## src/rtl/checked_integer_alu_macros.svh

```systemverilog
// Assertion macros for the checked integer ALU.
// Used by the top level only; depends on nothing else.
`ifndef CHECKED_INTEGER_ALU_MACROS_SVH
`define CHECKED_INTEGER_ALU_MACROS_SVH

// Assert that a property holds at every clock edge outside reset.
`define CIA_ASSERT(label, clk, rst, prop, msg) \
   label: assert property (@(posedge clk) disable iff (rst) (prop)) else $error(msg);

// Assert a property that also holds during reset.
`define CIA_ASSERT_ALWAYS(label, clk, prop, msg) \
   label: assert property (@(posedge clk) (prop)) else $error(msg);

`endif

```

## src/rtl/cia_pkg.sv

```systemverilog
// Package for the checked integer ALU: operation and fault codes, beat types.
// Used by every module of the block; depends on nothing.
package cia_pkg;

   localparam int unsigned DivSteps = 64;

   typedef enum logic [2:0] {
      OP_ADD    = 3'd0,
      OP_SUB    = 3'd1,
      OP_MUL    = 3'd2,
      OP_DIV    = 3'd3,
      OP_MOD    = 3'd4,
      OP_NEG    = 3'd5,
      OP_NARROW = 3'd6,
      OP_ABS    = 3'd7
   } op_type;

   typedef enum logic [2:0] {
      FAULT_NONE      = 3'd0,
      FAULT_OVERFLOW  = 3'd1,
      FAULT_UNDERFLOW = 3'd2,
      FAULT_DIV_ZERO  = 3'd3,
      FAULT_MIN_NEG1  = 3'd4
   } fault_type;

   // Classified beat passed from the front end to the back end.
   typedef struct packed {
      op_type      op;
      logic        wide;
      logic [63:0] a;
      logic [63:0] b;
      fault_type   early_fault;
   } item_type;

endpackage

```

## src/rtl/cia_front.sv

```systemverilog
// Front end of the checked integer ALU: sign-extends operands and flags the
// faults that depend on the operands alone. Depends on cia_pkg.
module cia_front (
   input  logic [2:0]        kind,
   input  logic              wide,
   input  logic [63:0]       operand_a,
   input  logic [63:0]       operand_b,
   output cia_pkg::item_type item
);
   import cia_pkg::*;

   logic [63:0] a_ext;
   logic [63:0] b_ext;
   logic [63:0] min_val;
   logic        a_is_min;
   logic        b_zero;
   logic        b_neg1;
   fault_type   fault;

   // Operands in the selected width, sign-extended to 64 bits.
   assign a_ext   = wide ? operand_a : {{32{operand_a[31]}}, operand_a[31:0]};
   assign b_ext   = wide ? operand_b : {{32{operand_b[31]}}, operand_b[31:0]};
   assign min_val = wide ? 64'h8000_0000_0000_0000 : 64'hFFFF_FFFF_8000_0000;
   assign a_is_min = (a_ext == min_val);
   assign b_zero   = (b_ext == 64'd0);
   assign b_neg1   = (b_ext == '1);

   // Faults for division, negate, abs and narrow.
   always_comb begin
      fault = FAULT_NONE;
      case (op_type'(kind))
         OP_DIV, OP_MOD: begin
            if (b_zero) fault = FAULT_DIV_ZERO;
            else if (a_is_min && b_neg1) fault = FAULT_MIN_NEG1;
         end
         OP_NEG, OP_ABS: begin
            if (a_is_min) fault = FAULT_OVERFLOW;
         end
         OP_NARROW: begin
            if (operand_a[63:31] != {33{operand_a[31]}}) fault = FAULT_OVERFLOW;
         end
         default: fault = FAULT_NONE;
      endcase
   end

   assign item.op          = op_type'(kind);
   assign item.wide        = wide;
   assign item.a           = (op_type'(kind) == OP_NARROW) ? operand_a : a_ext;
   assign item.b           = b_ext;
   assign item.early_fault = fault;

endmodule

```

## config.mk

```make
export PLATFORM = sky130hd
export DESIGN_NAME = cia_front
export DESIGN_NICKNAME = d
export VERILOG_FILES = /design/src/rtl/checked_integer_alu_macros.svh /design/src/rtl/cia_pkg.sv /design/src/rtl/cia_front.sv
export SDC_FILE = /design/constraint.sdc
export NUM_CORES = 1
export LEC_CHECK = 0
export BUFFER_PORTS_ARGS = -buffer_cell sky130_fd_sc_hd__buf_2
export CAP_MARGIN = 5
export CORE_AREA = 3 3 102 104
export DETAILED_ROUTE_END_ITERATION = 8
export DIE_AREA = 0 0 105 107
export PLACE_DENSITY_LB_ADDON = 0.12
export SYNTH_ARGS = -nofsm -noshare
export SYNTH_HDL_FRONTEND = slang
export SYNTH_SLANG_ARGS = --single-unit
```

## constraint.sdc

```tcl
create_clock -name vclk -period 2
set_clock_uncertainty 0.2 [all_clocks]
set_input_delay 0.1 -clock vclk [all_inputs]
set_output_delay 0.1 -clock vclk [all_outputs]
set_load 0.02 [all_outputs]
```

# Word level (Yosys, flattened, before mapping)
# Cells that the tools add are included.
[classes] n_eq_ne=8 mux=9 reduce_logical=4
[op_table] op="$mux 64" n=3
[op_table] op="$eq 64x64->1" n=1
[op_table] op="$eq 64x64->1 const B" n=1
[op_table] op="$logic_not 64->1" n=1
[op_table] op="$mux 63" n=1
[op_table] op="$ne 32x32->1" n=1
[op_table] op="$eq 3x3->1 const B" n=4
[op_table] op="$pmux 3 s3" n=1
[op_table] op="$mux 3" n=2
[op_table] op="$reduce_or 2->1" n=2
[op_table] op="$eq 3x2->1 const B" n=1
[op_table] op="$mux 1" n=2
[op_table] op="$logic_and 1x1->1" n=1
[word_totals] register_bits=0 input_bits=132 elab_cells=21

# Depth between registers and ports, before layout
# Gate-level depths: netlist of the first run.
[logic_depth] depth_word=6 ltp_mapped=8

# Worst setup path before layout of the first run
# No wires, ideal clock.
[synth_timing] path_type="in2out" startpoint="input wide" endpoint="output item[2] (netlist bit)" arrival_time_ns=1.675 t_required_ns=1.700 setup_slack_ns=0.025 stages=7 n_path_buf=1 path_cell_list="buf_4 nand2_1 or4_1 nand2_1 nand3_1 or4_1 nor2_1"
[synth_lines] element="start, declared" line_no="cia_front.sv:5" rtl="input logic wide,"
[synth_lines] element="end, declared" line_no="cia_front.sv:8" rtl="output cia_pkg::item_type item"

==> flow_metrics.tcl, run 1 <==
set metrics [dict create \
    ys_warn_count 0 \
    drt-total-wl_mm 10.6 \
    clock_buffers 0 \
    setup_tns_ps -173 \
    slew_viol_final 0 \
    drc 0 \
    ant_nets 0 \
    synth_seq_area_share 0 \
    die_x_um 105 \
    antenna_found_initial 0 \
    setup_ws_ps -135 \
    start_util 0.180 \
    wl_per_cell_um 14.8 \
    vdd_drop_max_uv 103 \
    grt_pass1_wl_mm 16.1 \
    syn-cell-area_mm2 0.00174 \
    dpl_cell_area_mm2 0.00324 \
    grt_usage 0.171 \
    p_total_mw 0.949 \
    seq_area_um2 0 \
    io_pins 267 \
    antennaDiodeCount 0 \
    finalCriticalPeriod_ps 2130 \
    finalCritPeriodShare 1.07 \
    route.vias.total 3289 \
    viasPerCell 4.59 \
    crit_arrival_ps 1830 \
    syn_inst 320 \
    final_layout_size_suffix_gt1_frac 0.635 \
    power_density_mw_per_mm2 270 \
    hp-class "primary input to output pin" \
    drtPass1Iterations 4 \
    path_max_fanout 2 \
    rsz0062_at_grt "true" \
    area_growth_pct 102 \
    synth.distinct_cells 24 \
    worstPathRequired_ps 1700 \
    drtIter0Drc 144 \
    worst_slew_pin_slew_ps 345 \
    crit_type "primary input to output pin" \
    fin_util 0.364 \
    p_leak_nw 2.04 \
    met2_length_mm 5.34 \
    gp_congestion 0.831 \
    nFlopsAndLatches 0 \
    grt_max_degree 24 \
    endpoint_kind "output pin" \
    max_freq_mhz 468 \
    outcome "finished with violations" \
    die_h_um 107 \
    grt_pass1_vias 3249 \
    preCtsSetupSlack_ps -471 \
    syn_nets 452 \
    final_nets 717 \
    wl_met3_um 955 \
    worstSetupStartpointType "primary input" \
    setup_viol 2 \
    finalHoldViolCount 0 \
    grt_overflow 0 \
    hpwl_mm 9.22 \
    rows 36 \
    core_area_mm2 0.00964 \
    die-area_mm2 0.0112 \
    final_area_mm2 0.00351 \
    maxCapViolCount 0 \
    synth.avg_cell_area_um2 5.43 \
    violations "setup timing" \
    topRoutingLayerUsed "met4" \
    slew_headroom 0.768 \
    met1_length_mm 4.08 \
    port_buffers 267 \
]
==> path summary, 6_finish.rpt <==
| kind | slack [ps] | to | from | depth (start not counted) |
|---|---|---|---|---|
| hold / removal | 230 | item[83] | operand_a[16] | 2 |
| setup / recovery | -130 | item[0] | operand_b[63] | 9 |
==> layout by cell type (no fill, tap or decap), types with 2 or more instances in the layout <==
cell type  synthesis  layout
nand3_1            7       6
buf_4             69      77
nand2_2            0       5
buf_2              2     261
o21ai_0           34      33
buf_12             0       3
nand2_1          102      96
or4_1              6       4
o41ai_4            0       2
buf_6              0       7
nor3_1             6       5
nor4_1            28      25
o41ai_2            0       3
a21oi_1            3       2
nand4_1           25      25
nor4_2             0       3
nor2_1             7       6
or4_4              0       2
inv_1              2       2
==> through the flow <==
step           instances  hold slack (ps)
6_report             716              232
5_1_grt              716              242
4_1_cts              716              234
3_5_place_dp         710              234
3_3_place_gp         710              235
2_1_floorplan        320              113
==> critical path: stages <==
cell,delay (ps)
buf_8,110
o41ai_4,360
buf_4,180
nand3_4,60
nor3_4,210
a21oi_2,70
or4b_1,460
o211ai_1,100
buf_4,170
==> routing by layer <==
metal  vias to the layer above  GRT usage
met5                         -          0
li1                       1611          -
met4                         0     0.0281
met3                        14     0.0343
met1                      1481      0.194
met2                       183      0.333
==> kinds of logic (layout without fill, tap and decap cells) <==
logic type	after synthesis	count (layout)	synth area share
buf+inv	88	351	0.340
compound gates	46	46	0.148
simple gates	186	186	0.512
==> what timing repair did <==
| item | CTS | global route |
|---|---|---|
| gates cloned | 0 | 0 |
| resized for setup | 35 | 13 |
| pin swaps | 13 | 14 |
| setup endpoints to repair | 3 | 3 |
| hold buffers | 0 | 0 |
| setup buffers | 6 | 1 |
==> cell type report <==
type,count,area [µm²]
Fill cell,1103,6130
Timing Repair Buffer,349,2040
Multi-Input combinational cell,232,1300
Tap cell,133,166
Inverter,2,7.51
==> power breakdown <==
group	internal, mW	leakage [nW]	switching (mW)
sequential	0	0	0
combinational	0.388	2.04	0.561
clock	0	0	0
==> cells in the mapped netlist, drive strengths merged <==
| cell | number | area share |
|---|---|---|
| a211oi | 1 | 0.0043 |
| a21boi | 1 | 0.0043 |
| a21oi | 3 | 0.0086 |
| a31oi | 1 | 0.0036 |
| and3b | 1 | 0.0050 |
| buf | 73 | 0.31 |
| clkbuf | 13 | 0.028 |
| inv | 2 | 0.0043 |
| nand2 | 102 | 0.22 |
| nand2b | 1 | 0.0036 |
| nand3 | 7 | 0.020 |
| nand3b | 1 | 0.0043 |
| nand4 | 25 | 0.090 |
| nor2 | 7 | 0.015 |
| nor3 | 6 | 0.017 |
| nor4 | 28 | 0.10 |
| o211ai | 1 | 0.0043 |
| o21ai | 34 | 0.098 |
| o41ai | 5 | 0.025 |
| or3 | 1 | 0.0036 |
| or4 | 6 | 0.026 |
| or4b | 1 | 0.0058 |
No activity file was read; power rests on OpenSTA's default activity.
==> run 2: changes to the inputs <==
==> constraint.sdc (replaced) <==
create_clock -name vclk -period 2
set_clock_uncertainty 0.2 [all_clocks]
set_input_delay 0.5 -clock vclk [all_inputs]
set_output_delay 0.5 -clock vclk [all_outputs]
set_load 0.02 [all_outputs]
==> flow_metrics.tcl, run 2 (same netlist as run 1, synthesis figures left out) <==
set metrics [dict create \
    preCtsSetupSlack_ps -1150 \
    io_pins 267 \
    finalCriticalPeriod_ps 2890 \
    nFlopsAndLatches 0 \
    p_leak_nw 2.83 \
    critPathTopFamily "simple AND/OR/NAND/NOR gates" \
    setup_viol 67 \
    final_nets 781 \
    max_freq_mhz 346 \
    wl_per_cell_um 15.8 \
    internal-power_mw 0.759 \
    rsz0062_at_grt "true" \
    grt_usage 0.194 \
    drt-total-wl_mm 12.3 \
    mostFrequentLayoutCell "buf_2" \
    grt_pass1_wl_mm 17.9 \
    hpwl_mm 9.38 \
    met1_length_mm 4.19 \
    route.vias.total 3621 \
    vdd_drop_max_uv 139 \
    seq_area_um2 0 \
    grt_overflow 0 \
    topRoutingLayerUsed "met4" \
    fill_cells 858 \
    setup_tns_ps -20460 \
    grt_pass1_vias 3662 \
    ant_nets 0 \
    p_seq_frac 0 \
    wl_met3_um 894 \
    path_max_fanout 8 \
    hold_buffers 0 \
    outcome "finished with violations" \
    clock_buffers 0 \
    drc 0 \
    maxCapViolCount 0 \
    setup_ws_ps -888 \
    slew_viol_final 0 \
    final_layout_size_suffix_gt1_frac 0.828 \
    die_h_um 107 \
    die_x_um 105 \
    swShare 0.502 \
    rows 36 \
    start_util 0.180 \
    hp-class "primary input to output pin" \
    power_density_mw_per_mm2 269 \
    gp_congestion 0.924 \
    slowest_delay_ps 540 \
    endpoint_kind "output pin" \
    worstPathRequired_ps 1300 \
    layout_common_cells "180 x buf_2, 106 x buf_4, 103 x buf_6, 65 x nand2_4, 29 x nand2_1" \
    finalCritPeriodShare 1.44 \
    viasPerCell 4.64 \
    area_growth_pct 226 \
    cpMostUsedCell "buf_6" \
    drtPass1Iterations 4 \
    violations "setup timing" \
    antennaDiodeCount 0 \
    clockPowerShare 0 \
    met2_length_mm 6.96 \
    worst_slew_pin_slew_ps 376 \
    crit_arrival_ps 2190 \
    crit_type "primary input to output pin" \
    power_frac_comb 1.000 \
    port_buffers 267 \
    worstSetupStartpointType "primary input" \
    grt_max_degree 32 \
    path_buf_inv 4 \
    finalHoldViolCount 0 \
    path_cells "buf_12 -> buf_6 -> buf_4 -> nand2_2 -> o41ai_2 -> nand4_1 -> or4_4 -> nor2_4 -> buf_6" \
    p_sw_mw 0.766 \
    multi_input_area_mm2 0.00217 \
    slew_headroom 0.747 \
    antenna_found_initial 0 \
    drtIter0Drc 105 \
    die-area_mm2 0.0112 \
    critPathSlowestCell "or4_4" \
    core_area_mm2 0.00964 \
]
-- run 2: final cells by class --
cell class	count	area share
timing repair buffer	413	0.587
tap	133	0.0294
inverter	2	0.00132
multi-input combinational	232	0.382
-- run 2: per-layer routing --
layer | up-vias | global-route usage
met2 | 190 | 0.413
met1 | 1669 | 0.200
met4 | 0 | 0.0281
met5 | - | 0
li1 | 1742 | -
met3 | 20 | 0.0265
-- run 2: through the flow --
step	cell area [µm²]	power (mW)	hold WS (ps)	std cells	utilization
after floorplan	2030	0.556	913	320	-
after global placement	3780	1.02	1030	752	0.392
after detailed placement	3780	1.01	1030	752	0.392
after CTS	5280	1.43	1030	774	0.547
after global routing	5670	1.61	1040	780	0.588
final	5670	1.52	1030	780	0.588
-- run 2: power groups by stage --
stage / clock, mW / sequential (mW) / combinational (mW)
final: 0 / 0 / 1.52
after global routing: 0 / 0 / 1.61
after CTS: 0 / 0 / 1.43
after detailed placement: 0 / 0 / 1.01
after global placement: 0 / 0 / 1.02
after floorplan: 0 / 0 / 0.556
-- run 2: path summary, 6_finish.rpt --
path | start | end | slack, ps | depth (start not counted)
worst max-delay path | wide | item[2] | -890 | 9
worst min-delay path | operand_a[16] | item[83] | 1030 | 2
-- run 2: timing repair --
action | in CTS | in global routing
buffers inserted | 18 | 11
cloned | 5 | 1
resized for setup | 362 | 69
endpoints found under the setup margin | 67 | 67
pin swaps | 21 | 20
