$ cat config.mk
export PLATFORM = sky130hd
export DESIGN_NAME = cia_queue
export DESIGN_NICKNAME = d
export VERILOG_FILES = /design/src/rtl/checked_integer_alu_macros.svh /design/src/rtl/cia_pkg.sv /design/src/rtl/cia_queue.sv
export SDC_FILE = /design/constraint.sdc
export NUM_CORES = 1
export LEC_CHECK = 0
export BUFFER_PORTS_ARGS = -buffer_cell sky130_fd_sc_hd__buf_2
export CAP_MARGIN = 20
export CORE_MARGIN = 10
export CORE_UTILIZATION = 52
export DETAILED_ROUTE_END_ITERATION = 6
export PLACE_DENSITY = 0.84
export SYNTH_ARGS = -nofsm -noshare
export SYNTH_HDL_FRONTEND = slang
export SYNTH_SLANG_ARGS = --single-unit
$ cat constraint.sdc
create_clock -name clock -period 4.7 [get_ports clock]
set_input_delay 0.235 -clock clock [delete_from_list [all_inputs] [get_ports clock]]
set_output_delay 0.235 -clock clock [all_outputs]
set_load 0.02 [all_outputs]
$ cat src/rtl/checked_integer_alu_macros.svh
// Assertion macros for the checked integer ALU.
// Used by the top level only; depends on nothing else.
`ifndef CHECKED_INTEGER_ALU_MACROS_SVH
`define CHECKED_INTEGER_ALU_MACROS_SVH

// Assert that a property holds at every clock edge outside reset.
`define CIA_ASSERT(label, clk, rst, prop, msg) \
   label: assert property (@(posedge clk) disable iff (rst) (prop)) else $error(msg);

// Assert a property that also holds during reset.
`define CIA_ASSERT_ALWAYS(label, clk, prop, msg) \
   label: assert property (@(posedge clk) (prop)) else $error(msg);

`endif

$ cat src/rtl/cia_pkg.sv
// Package for the checked integer ALU: operation and fault codes, beat types.
// Used by every module of the block; depends on nothing.
package cia_pkg;

   localparam int unsigned DivSteps = 64;

   typedef enum logic [2:0] {
      OP_ADD    = 3'd0,
      OP_SUB    = 3'd1,
      OP_MUL    = 3'd2,
      OP_DIV    = 3'd3,
      OP_MOD    = 3'd4,
      OP_NEG    = 3'd5,
      OP_NARROW = 3'd6,
      OP_ABS    = 3'd7
   } op_type;

   typedef enum logic [2:0] {
      FAULT_NONE      = 3'd0,
      FAULT_OVERFLOW  = 3'd1,
      FAULT_UNDERFLOW = 3'd2,
      FAULT_DIV_ZERO  = 3'd3,
      FAULT_MIN_NEG1  = 3'd4
   } fault_type;

   // Classified beat passed from the front end to the back end.
   typedef struct packed {
      op_type      op;
      logic        wide;
      logic [63:0] a;
      logic [63:0] b;
      fault_type   early_fault;
   } item_type;

endpackage

$ cat src/rtl/cia_queue.sv
// Two-entry queue between the front end and the back end.
// Depends on cia_pkg.
module cia_queue (
   input  logic              clock,
   input  logic              reset,
   input  logic              push,
   input  cia_pkg::item_type push_item,
   output logic              full,
   input  logic              pop,
   output logic              not_empty,
   output cia_pkg::item_type pop_item
);
   import cia_pkg::*;

   item_type  mem_ff [2];
   logic      wr_ptr_ff, wr_ptr_in;
   logic      rd_ptr_ff, rd_ptr_in;
   logic [1:0] count_ff, count_in;

   assign full      = (count_ff == 2'd2);
   assign not_empty = (count_ff != 2'd0);
   assign pop_item  = mem_ff[rd_ptr_ff];

   // Pointer and fill count update.
   always_comb begin
      wr_ptr_in = wr_ptr_ff ^ push;
      rd_ptr_in = rd_ptr_ff ^ pop;
      count_in  = count_ff + {1'b0, push} - {1'b0, pop};
   end

   always_ff @(posedge clock) begin
      if (reset) begin
         wr_ptr_ff <= 1'b0;
         rd_ptr_ff <= 1'b0;
         count_ff  <= 2'd0;
      end else begin
         wr_ptr_ff <= wr_ptr_in;
         rd_ptr_ff <= rd_ptr_in;
         count_ff  <= count_in;
      end
   end

   // Entry storage.
   always_ff @(posedge clock) begin
      if (push) mem_ff[wr_ptr_ff] <= push_item;
   end

endmodule

==> Word-level counts from Yosys, hierarchy flattened <==
Memories as Yosys holds them, arrays and structs flattened. A register that Yosys moved wholly into a read port is not among the register bits.
Cells that the tools add are included.
{ "op_classes": {"n_addsub": 2, "multipliers": 0, "div": 0, "magnitude_cmp": 0, "eq_ne": 1, "shift": 0, "muxes": 3, "bitwise": 2, "n_reduce_logical": 1} }
{ "op_table": {"columns": ["operator", "count"], "rows": [
  ["$mux 1", 3],
  ["$add 2x1->2", 1],
  ["$eq 2x2->1 const B", 1],
  ["$reduce_bool 2->1", 1],
  ["$sub 2x1->2", 1],
  ["$xor 1x1->1", 2]
]} }
{ "totals": {"regBits": 4, "latchBits": 0, "ram_bits": 270, "mem_bits_ro": 0, "input_bits": 139, "output_inout_bits": 137, "elab_cells": 13, "n_memories": 1} }
{ "memory_table": {"columns": ["name", "depth", "word_bits", "read_ports", "rd_ports_with_merged_regs", "write_ports", "line_no", "rtl"], "rows": [
  ["mem_ff", 2, 135, 1, 1, 1, "cia_queue.sv:15", "item_type mem_ff [2];"]
]} }

==> Longest topological paths before layout <==
Gate-level depths: netlist of run 1.
{ "logic_depth": {"depth_word": 2, "depth_mapped": 6, "ltp_nobuf": 6} }

==> Least setup slack after synthesis of run 1 <==
Ideal clock, no wire load.
{ "synth_timing": {"path_kind": "register to register", "startpoint": "reg wr_ptr_ff", "endpoint": "mem mem_ff[0][0] (netlist bit), enable pin", "setup_time_ns": 0.511, "t_arrival_ns": 3.495, "required_time_ns": 4.189, "slack_ns": 0.694, "path_stages_with_launch": 3, "n_path_buf": 0, "period_less_slack_ns": 4.006, "path_cell_list": "dfxtp_1 inv_1 ha_1"} }
{ "synth_rtl": {"columns": ["element", "line_no", "rtl"], "rows": [
  ["start, declared", "cia_queue.sv:16", "logic wr_ptr_ff, wr_ptr_in;"],
  ["start signal, assigned", "cia_queue.sv:37", "wr_ptr_ff <= wr_ptr_in;"],
  ["end, declared", "cia_queue.sv:15", null]
]} }
No word-level cell before the write port.

==> results of run 1 <==
## registers in the layout, indices dropped and copies added, names as in the netlist
signal and cells:
rd_ptr_ff 1, mem_ff 270, wr_ptr_ff 1, count_ff 2
## cell type report
type / count / area [um2] / share of cell area (%)
diodes: 6 / 15.01 / 0.1073
inverters: 3 / 11.26 / 0.08047
flip-flops and latches: 274 / 8192 / 58.54
multi-input cells: 147 / 1807 / 12.91
clock buffers: 32 / 715.7 / 5.114
repair buffers: 415 / 2808 / 20.06
clock inverters: 17 / 120.1 / 0.8584
well taps: 260 / 325.3 / 2.325
## cells by family after synthesis
kind of cell / synth area share, %
adder cells (fa/ha/maj): 0.4959
flip-flops: 81.12
buffers and inverters: 1.227
multiplexers: 16.55
AND/OR/NAND/NOR: 0.2975
XOR/XNOR: 0.3099
## critical path: cells and delay by family, from the launching register on
family                 cells  cell delay, ns
buffers and inverters      2            0.60
DFF                        1            0.96
muxes                      1            0.41
## metal layers
layer	track usage, %	share of wire (%)
met2	34.42	52
met4	5.771	2.0
met3	6.274	8.7
met5	0	0
met1	22.68	37
## final timing paths
kind | startpoint | to | cells after the start
max | rd_ptr_ff | pop_item[64] | 3
min | push | wr_ptr_ff | 3
max reg2reg | wr_ptr_ff | mem_ff[0][109] | 3
min reg2reg | wr_ptr_ff | wr_ptr_ff | 3
## through the flow
stage	power (uW)	worst slack (ns)	util, %
after CTS	5776	1.777	73.99
final	5785	1.823	74.07
after global routing	5975	1.703	74.05
after detailed placement	3700	2.371	62.30
after global placement	3665	2.407	62.30
after floorplan	3428	0.6943	-
## synth_stat cells, drive strengths merged
library cell	number	area, um2
buf	15	112.6
dfxtp	4	80.08
edfxtp	270	8108
ha	4	50.05
inv	3	11.26
mux2	135	1670
nor2	3	11.26
nor2b	2	12.51
or2	1	6.260
xnor2	1	8.760
xnor3	1	22.52
## power groups by stage
stage                     Clock (uW)  Combinational, uW  Sequential [uW]
final                           2030                833             2930
after global routing            2160                878             2940
after CTS                       2030                824             2920
after detailed placement           0                727             2970
after global placement             0                706             2960
after floorplan                    0                480             2950
==> results.md, run 1 <==
- Initial cell density of the core: 53.42%
- Final hold vios: 0
- Hold Slack: 0.1443 ns
- Combinational Power Share: 14.4%
- Gr usage total: 19.69%
- Post-Place Cells: 962
- TritonRoute pass-1 iters: 4
- Fillers: 1074
- DRT antenna net count: 0
- Maximum fanout count along the critical path: 79
- Final HPWL DP: 15.22 mm
- Area of the core: 18890 um2
- Highest clock rate: 347.6 MHz
- Power density normalized to cell area: 413.4 nW/um2
- Routed via count: 5912
- Setup_tns: 0 ns
- Type of the worst setup path: reg -> out
- Overall overflow remaining after global route: 0
- Switching component of the power: 1405 uW
- IO Pins: 276
- Synth Instances: 439
- Final design instance area without fill: 13990 um2
- Sequence of cells on the critical path: buf_12, mux2_2, buf_2
- Count of unique library cells instantiated by Yosys: 13
- Antenna violations before repair: 6
- Global-route wire length before repair: 39.44 mm
- Average detailed-routed wire length per instance: 22.77 um
- Netlist Area Pre-Place: 10090 um2
- Register-to-register setup slack: 2.68 ns
- Category of the worst setup path launch point: register
- Switching part of the total: 24.28%
- Critical Path RT: 4.47 ns
- Number of gates resized after CTS: 0
- CTS tree: built
- Classification of the worst-slack hold path: in -> reg
- Number of register bits inferred by synthesis: 274
- Critical path's largest stage delay: 0.96 ns
- Worst vdd ir: 325.8 uV
- Final-report setup violation count: 0
- Leakage power of the design: 0.005385 uW
- Num rows: 50
- Post-synthesis net count: 582
- Final Max Slew Viols: 0
- Proportion of layout cells with a drive suffix above 1: 50.90%
- Worst-case headroom to the max-slew limit: 33.75%
- Most frequent cells in the layout: buf_2, edfxtp_1, dlygate4sd3_1
- Post-CTS Setup Inserts: 0
- Max Cap Viol: 0
- Number of buffers created by CTS: 28
- Vias in the first global route: 6651
- Register clock-pin slew on the reported worst setup and hold paths: 0.06 ns
- Pin count of the biggest net entering global routing: 80
- Portion of the post-synthesis area used by sequential elements: 81.12%
- Arrival time worst endpoint: 2.64 ns
- Cell-internal power: 4380 uW
- Area growth from synthesis to final layout: 38.64%
- Fin cells: 1154
- Post-CTS Hold Fix Bufs: 137
- Buffers from clock root to sink, at most: 3
- Part of the total power dissipated in sequential elements: 50.6%
- Post-DP Area: 11770 um2
- Status: completed
- Skew-Pair Late Insertion Delay: 0.54 ns
- Deepest level of the CTS H-tree: 1
- Average cell area after synthesis: 22.99 um2
- Critical Path Sink Type: output pin
- DRC Markers: 0
- Clock period minus final worst setup slack: 2.877 ns
- Horizontal die dimension: 159.3 um
- Detailed-route vias per instance: 5.123
- Starting DRC count in detailed routing: 391
- Worst-case clock skew: 0.02347 ns
- Warnings, synthesis: 0
- Proportion of power drawn by the clock network: 35.0%
- Die outline height: 159.3 um
- RD Place Congestion: 0.7795
- Wire length after detailed routing: 26.28 mm
- Number of nets in the finished design: 1012
- CP max stage cell: dfxtp_4
- Most common cell after layout, fill and taps aside: buf_2
- Total clock sinks: 274
- Number of buffer cells added on primary ports: 275
- Library cell used as clock root buffer: clkbuf_16
- Measured slew at the worst slew-check pin: 0.9938 ns
- RSZ-0062 raised after global routing: no
- Final critical-path share of the clock period: 61.21%
- Die Outline Area: 25380 um2
Power figures use the tool's default switching activity.
==> run 2, diff against run 1 <==
==> constraint.sdc (replaced) <==
create_clock -name clock -period 2.7 [get_ports clock]
set_input_delay 0.135 -clock clock [delete_from_list [all_inputs] [get_ports clock]]
set_output_delay 0.135 -clock clock [all_outputs]
set_load 0.02 [all_outputs]
==> results.md, run 2 (same netlist as run 1, synthesis figures left out) <==
- Register-to-register setup slack: 1.07 ns (-1.61 ns)
- Vias in the first global route: 6541 (-1.7%)
- Classification of the worst-slack hold path: in -> reg
- Reg2Reg Depth: 3 (unchanged)
- Startpoint of the worst hold path: push
- Number of gates resized after CTS: 0 (unchanged)
- Library cell used as clock root buffer: clkbuf_16
- Final HPWL DP: 14.78 mm (-2.9%)
- DRC Markers: 0 (unchanged)
- Most frequent cells in the layout: buf_2, edfxtp_1, dlygate4sd3_1
- Starting DRC count in detailed routing: 314 (-20%)
- Proportion of power drawn by the clock network: 35.4% (+0.4 points)
- Detailed-route vias per instance: 5.032 (-1.8%)
- Fillers: 1034 (-3.7%)
- Wire length after detailed routing: 25.52 mm (-2.9%)
- Switching component of the power: 2454 uW (+75%)
- Combinational Power Share: 14.6% (+0.2 points)
- Most flops, register: mem_ff
- Cell-internal power: 7680 uW (+75%)
- Total clock sinks: 274 (unchanged)
- Endpoint, Worst Hold: count_ff[0]
- Average detailed-routed wire length per instance: 22.13 um (-2.8%)
- Most common cell after layout, fill and taps aside: buf_2
- TritonRoute pass-1 iters: 4 (unchanged)
- Num rows: 50 (unchanged)
- RSZ-0062 raised after global routing: no
- CTS tree: built
- Final core utilization: 74.36% (+0.30 points)
- Setup_tns: 0 ns (unchanged)
- Leakage power of the design: 0.005413 uW (+0.52%)
- Final Max Slew Viols: 0 (unchanged)
- Maximum fanout count along the critical path: 35 (-56%)
- Type of the worst setup path: reg -> out
- Overall overflow remaining after global route: 0 (unchanged)
- Switching part of the total: 24.22% (-0.065 points)
- Pin count of the biggest net entering global routing: 136 (+70%)
- Horizontal die dimension: 159.3 um (unchanged)
- Category of the worst setup path launch point: register
- Number of flip-flops under the largest register name: 270 (unchanged)
- Buffers from clock root to sink, at most: 3 (unchanged)
- Routed via count: 5802 (-1.9%)
- Number of buffers created by CTS: 27 (-3.6%)
- Number of nets in the finished design: 1016 (+0.40%)
- Gr usage total: 19.13% (-0.56 points)
- RD Place Congestion: 0.7907 (+1.4%)
- Arrival time worst endpoint: 2.18 ns (-0.46 ns)
- Max Cap Viol: 0 (unchanged)
- Clock period minus final worst setup slack: 2.317 ns
- Worst-case headroom to the max-slew limit: 42.59% (+8.8 points)
- CP max stage cell: dfxtp_4
- Number of buffer cells added on primary ports: 275 (unchanged)
- Final-report setup violation count: 0 (unchanged)
- Die outline height: 159.3 um (unchanged)
- Antenna violations before repair: 1 (-5)
- Register clock-pin slew on the reported worst setup and hold paths: 0.06 ns (about the same)
- DRT antenna net count: 0 (unchanged)
- Skew-Pair Late Insertion Delay: 0.54 ns (about the same)
- FF-to-FF Start: wr_ptr_ff
- Initial cell density of the core: 53.42% (unchanged)
- Global-route wire length before repair: 38.43 mm (-2.6%)
- Biggest registers after layout: mem_ff (270), count_ff (2)
- Highest clock rate: 431.6 MHz
- Count of cells along the worst hold path: 3 (unchanged)
- Area growth from synthesis to final layout: 39.20%
- Worst-case clock skew: 0.02023 ns (-0.003234 ns)
- FF-to-FF End: mem_ff[0][132]
- Post-CTS Setup Inserts: 0 (unchanged)
- Final hold vios: 0 (unchanged)
- Final critical-path share of the clock period: 85.80%
- IO Pins: 276 (unchanged)
- Cell family with the largest share of critical-path delay: flip-flops
- Proportion of layout cells with a drive suffix above 1: 51.12% (+0.22 points)
- Status: completed
- Count of buffering cells on the critical path with inverters included: 2 (unchanged)
- Measured slew at the worst slew-check pin: 0.8611 ns (-0.1327 ns)
- Hold Slack: 0.1390 ns (-0.005322 ns)
- Critical Path RT: 2.57 ns (-1.90 ns)
- Critical Path Sink Type: output pin
- Worst vdd ir: 544.0 uV (+67%)
- Die Outline Area: 25380 um2 (unchanged)
- Part of the total power dissipated in sequential elements: 50.0% (-0.6 points)
- Deepest level of the CTS H-tree: 1 (unchanged)
- Power density normalized to cell area: 721.3 nW/um2 (+74%)
- Critical path's largest stage delay: 0.69 ns (-0.27 ns)
- Area of the core: 18890 um2 (unchanged)
- Sequence of cells on the critical path: buf_4, mux2_2, buf_2
run 2: cell count changes in the layout (fill, tap and decap cells not counted), sizes merged, moves of 2 or more:
cell	change
buf	+4
clkinv	-6
diode	-5
inv	+2
run 2: what timing repair did:
item                       in CTS  in global routing
hold endpoints to repair      274                  0
setup endpoints to repair       0                  0
hold buffers                  138                  0
run 2: metal layers:
layer,up-vias,part of all wire (%),GRT usage (%)
met5,-,0,0
met4,0,2.7,5.644
met3,43,7.6,5.990
met2,288,53,34.14
met1,2863,37,21.47
li1,2608,-,-
run 2: per-stage QoR:
step / std cells / instance area (um2) / power, uW / setup WS, ns
finish: 1153 / 14050 / 10130 / 0.3833
global route: 1153 / 14050 / 10470 / 0.2976
CTS: 1152 / 14050 / 10110 / 0.3826
detailed placement: 966 / 11830 / 6439 / 0.9763
global placement: 966 / 11830 / 6381 / 1.016
floorplan: 439 / 10100 / 5949 / 0.1608
run 2: power groups by stage:
stage          combinational [uW]  clock, uW  sequential [uW]
3_3_place_gp                 1250          0             5130
2_1_floorplan                 836          0             5110
6_report                     1480       3590             5070
5_1_grt                      1560       3820             5090
3_5_place_dp                 1290          0             5150
4_1_cts                      1460       3590             5060
run 2: worst max path at each step:
stage               cells after the start       from           end  slack, ns
global placement                        3  rd_ptr_ff  pop_item[60]       1.02
CTS                                     3  rd_ptr_ff   pop_item[6]       0.38
detailed placement                      3  rd_ptr_ff  pop_item[61]       0.98
global route                            3  rd_ptr_ff   pop_item[6]       0.30
finish                                  3  rd_ptr_ff   pop_item[6]       0.38
floorplan                               2  wr_ptr_ff  mem_ff[0][0]       0.16
run 2: worst register-to-register path, stage by stage, from the launching register on:
cell and delay (ns):
dfxtp_1 0.33, inv_1 0.09, ha_4 0.14, buf_12 0.44
run 2: final cells by class:
cell class	count	area [um2]	share of cell area (%)
Inverter	3	11.26	0.08015
Clock inverter	15	141.4	1.006
Clock buffer	33	698.2	4.969
Timing Repair Buffer	420	2873	20.45
Multi-Input combinational cell	147	1807	12.86
Sequential cell	274	8192	58.30
Antenna cell	1	2.502	0.01781
Tap cell	260	325.3	2.315
==> run 3, diff against run 2 <==
--- a/config.mk
+++ b/config.mk
@@ -7,7 +7,6 @@
 export LEC_CHECK = 0
 export BUFFER_PORTS_ARGS = -buffer_cell sky130_fd_sc_hd__buf_2
 export CAP_MARGIN = 20
-export CORE_MARGIN = 10
 export CORE_UTILIZATION = 52
 export DETAILED_ROUTE_END_ITERATION = 6
 export PLACE_DENSITY = 0.84
==> results.md, run 3 (same netlist as run 1, synthesis figures left out) <==
- Number of buffers created by CTS: 28 (+3.7%)
- Routed via count: 5858 (+0.97%)
- Final HPWL DP: 13.14 mm (-11%)
- Register clock-pin slew on the reported worst setup and hold paths: 0.06 ns (about the same)
- Leakage power of the design: 0.005423 uW (+0.20%)
- Critical Path RT: 2.57 ns (about the same)
- Num rows: 50 (unchanged)
- Final Max Slew Viols: 0 (unchanged)
- Critical Path Sink Type: output pin
- Die outline height: 141.3 um (-11%)
- IO Pins: 276 (unchanged)
- Power density normalized to cell area: 714.2 nW/um2 (-0.99%)
- Final hold vios: 0 (unchanged)
- Average detailed-routed wire length per instance: 20.47 um (-7.5%)
- Number of nets in the finished design: 1019 (+0.30%)
- Horizontal die dimension: 141.3 um (-11%)
- Buffers from clock root to sink, at most: 3 (unchanged)
- Register-to-register setup slack: 1.06 ns (about the same)
- FF-to-FF End: mem_ff[0][51]
- Max Cap Viol: 0 (unchanged)
- Worst-case headroom to the max-slew limit: 63.10% (+21 points)
- Worst-case clock skew: 0.02974 ns (+0.009505 ns)
- Number of buffer cells added on primary ports: 275 (unchanged)
- RD Place Congestion: 0.7430 (-6.0%)
- DRT antenna net count: 0 (unchanged)
- Setup_tns: 0 ns (unchanged)
- FF-to-FF Start: wr_ptr_ff
- Total clock sinks: 274 (unchanged)
- Type of the worst setup path: reg -> out
- Most common cell after layout, fill and taps aside: buf_2
- Die Outline Area: 19970 um2 (-21%)
- Highest clock rate: 459.1 MHz (+6.4%)
- Post-Place Cells: 968 (+0.21%)
- Clock period minus final worst setup slack: 2.178 ns (-0.1384 ns)
- Final-report setup violation count: 0 (unchanged)
- Arrival time worst endpoint: 2.04 ns (-0.14 ns)
- Fin cells: 1158 (+0.43%)
- Area growth from synthesis to final layout: 39.39%
- Post-DP Area: 11850 um2 (+0.23%)
- Most flops, register: mem_ff
- Maximum fanout count along the critical path: 22 (-37%)
- Global-route wire length before repair: 34.89 mm (-9.2%)
- Library cell used as clock root buffer: clkbuf_16
- Number of gates resized after CTS: 0 (unchanged)
- Endpoint, Worst Hold: count_ff[0]
- Area of the core: 18890 um2 (unchanged)
- Deepest level of the CTS H-tree: 1 (unchanged)
- DRC Markers: 0 (unchanged)
- Overall overflow remaining after global route: 0 (unchanged)
- Final critical-path share of the clock period: 80.68% (-5.1 points)
- Reg2Reg Depth: 3 (unchanged)
- Vias in the first global route: 6387 (-2.4%)
- Most frequent cells in the layout: buf_2, edfxtp_1, dlygate4sd3_1
- Antenna violations before repair: 2 (+1)
- TritonRoute pass-1 iters: 6 (+2)
- Detailed-route vias per instance: 5.059 (+0.53%)
- CTS tree: built
- Register area: 8192 um2 (unchanged)
- RSZ-0062 raised after global routing: no
- Status: completed
- Proportion of layout cells with a drive suffix above 1: 51.06% (-0.060 points)
- Pin count of the biggest net entering global routing: 58 (-57%)
- Fillers: 1067 (+3.2%)
- Biggest registers after layout: mem_ff (270), count_ff (2)
- Worst vdd ir: 662.3 uV (+22%)
- Number of flip-flops under the largest register name: 270 (unchanged)
- Skew-Pair Late Insertion Delay: 0.54 ns (about the same)
- Category of the worst setup path launch point: register
- Startpoint of the worst hold path: push
- Count of cells along the worst hold path: 3 (unchanged)
- Classification of the worst-slack hold path: in -> reg
- Gr usage total: 23.61% (+4.5 points)
- Measured slew at the worst slew-check pin: 0.5534 ns (-0.3077 ns)
- Starting DRC count in detailed routing: 268 (-15%)
- Wire length after detailed routing: 23.70 mm (-7.1%)
- Initial cell density of the core: 53.42% (unchanged)
- Final design instance area without fill: 14070 um2 (+0.14%)
- Multi-input gate area: 1807 um2 (unchanged)
[run 3: worst max-delay path by stage]
stage,start,cells past startpoint,slack (ns),to
finish,rd_ptr_ff,3,0.52,pop_item[80]
global route,rd_ptr_ff,3,0.46,pop_item[44]
CTS,rd_ptr_ff,3,0.52,pop_item[24]
detailed placement,wr_ptr_ff,3,1.06,mem_ff[0][33]
global placement,wr_ptr_ff,3,1.12,mem_ff[0][61]
floorplan,wr_ptr_ff,2,0.16,mem_ff[0][0]
[run 3: per-stage QoR]
step | setup WS (ns) | hold WS, ns | utilization (%) | power, uW
finish | 0.5217 | 0.09379 | 74.47 | 10050
global route | 0.4625 | 0.1106 | 74.44 | 10380
CTS | 0.5228 | 0.08208 | 74.43 | 10030
detailed placement | 1.064 | 0.3261 | 62.74 | 6428
global placement | 1.119 | 0.3233 | 62.74 | 6376
floorplan | 0.1608 | 0.2017 | - | 5949
[run 3: layer usage]
| metal | vias to the layer above | track usage, % | wire (um) |
|---|---|---|---|
| met1 | 2878 | 26.30 | 8670 |
| met4 | 0 | 8.524 | 713 |
| met5 | - | 0 | 0 |
| li1 | 2626 | - | - |
| met2 | 304 | 43.82 | 12570 |
| met3 | 50 | 5.704 | 1751 |
[run 3: timing repair]
item,in CTS,in global routing
endpoints found under the hold margin,274,0
hold buffers,138,0
buffers inserted,0,0
[run 3: where the power goes]
part	total [uW]	internal, uW	switching [uW]
sequential	5060	4970	86.9
clock	3510	2000	1510
combinational	1480	678	801
[run 3: worst max-delay path, cell delays in order (launching register included)]
cell and delay [ns]:
dfxtp_4 0.54, buf_4 0.39, mux2_2 0.40, buf_2 0.16
[run 3: final cells by class]
cell class | instances | area share [%]
Clock inverter | 12 | 0.6581
Timing Repair Buffer | 422 | 20.61
Antenna cell | 3 | 0.05336
Sequential cell | 274 | 58.22
Inverter | 3 | 0.08004
Multi-Input combinational cell | 147 | 12.84
Clock buffer | 37 | 5.220
Tap cell | 260 | 2.312
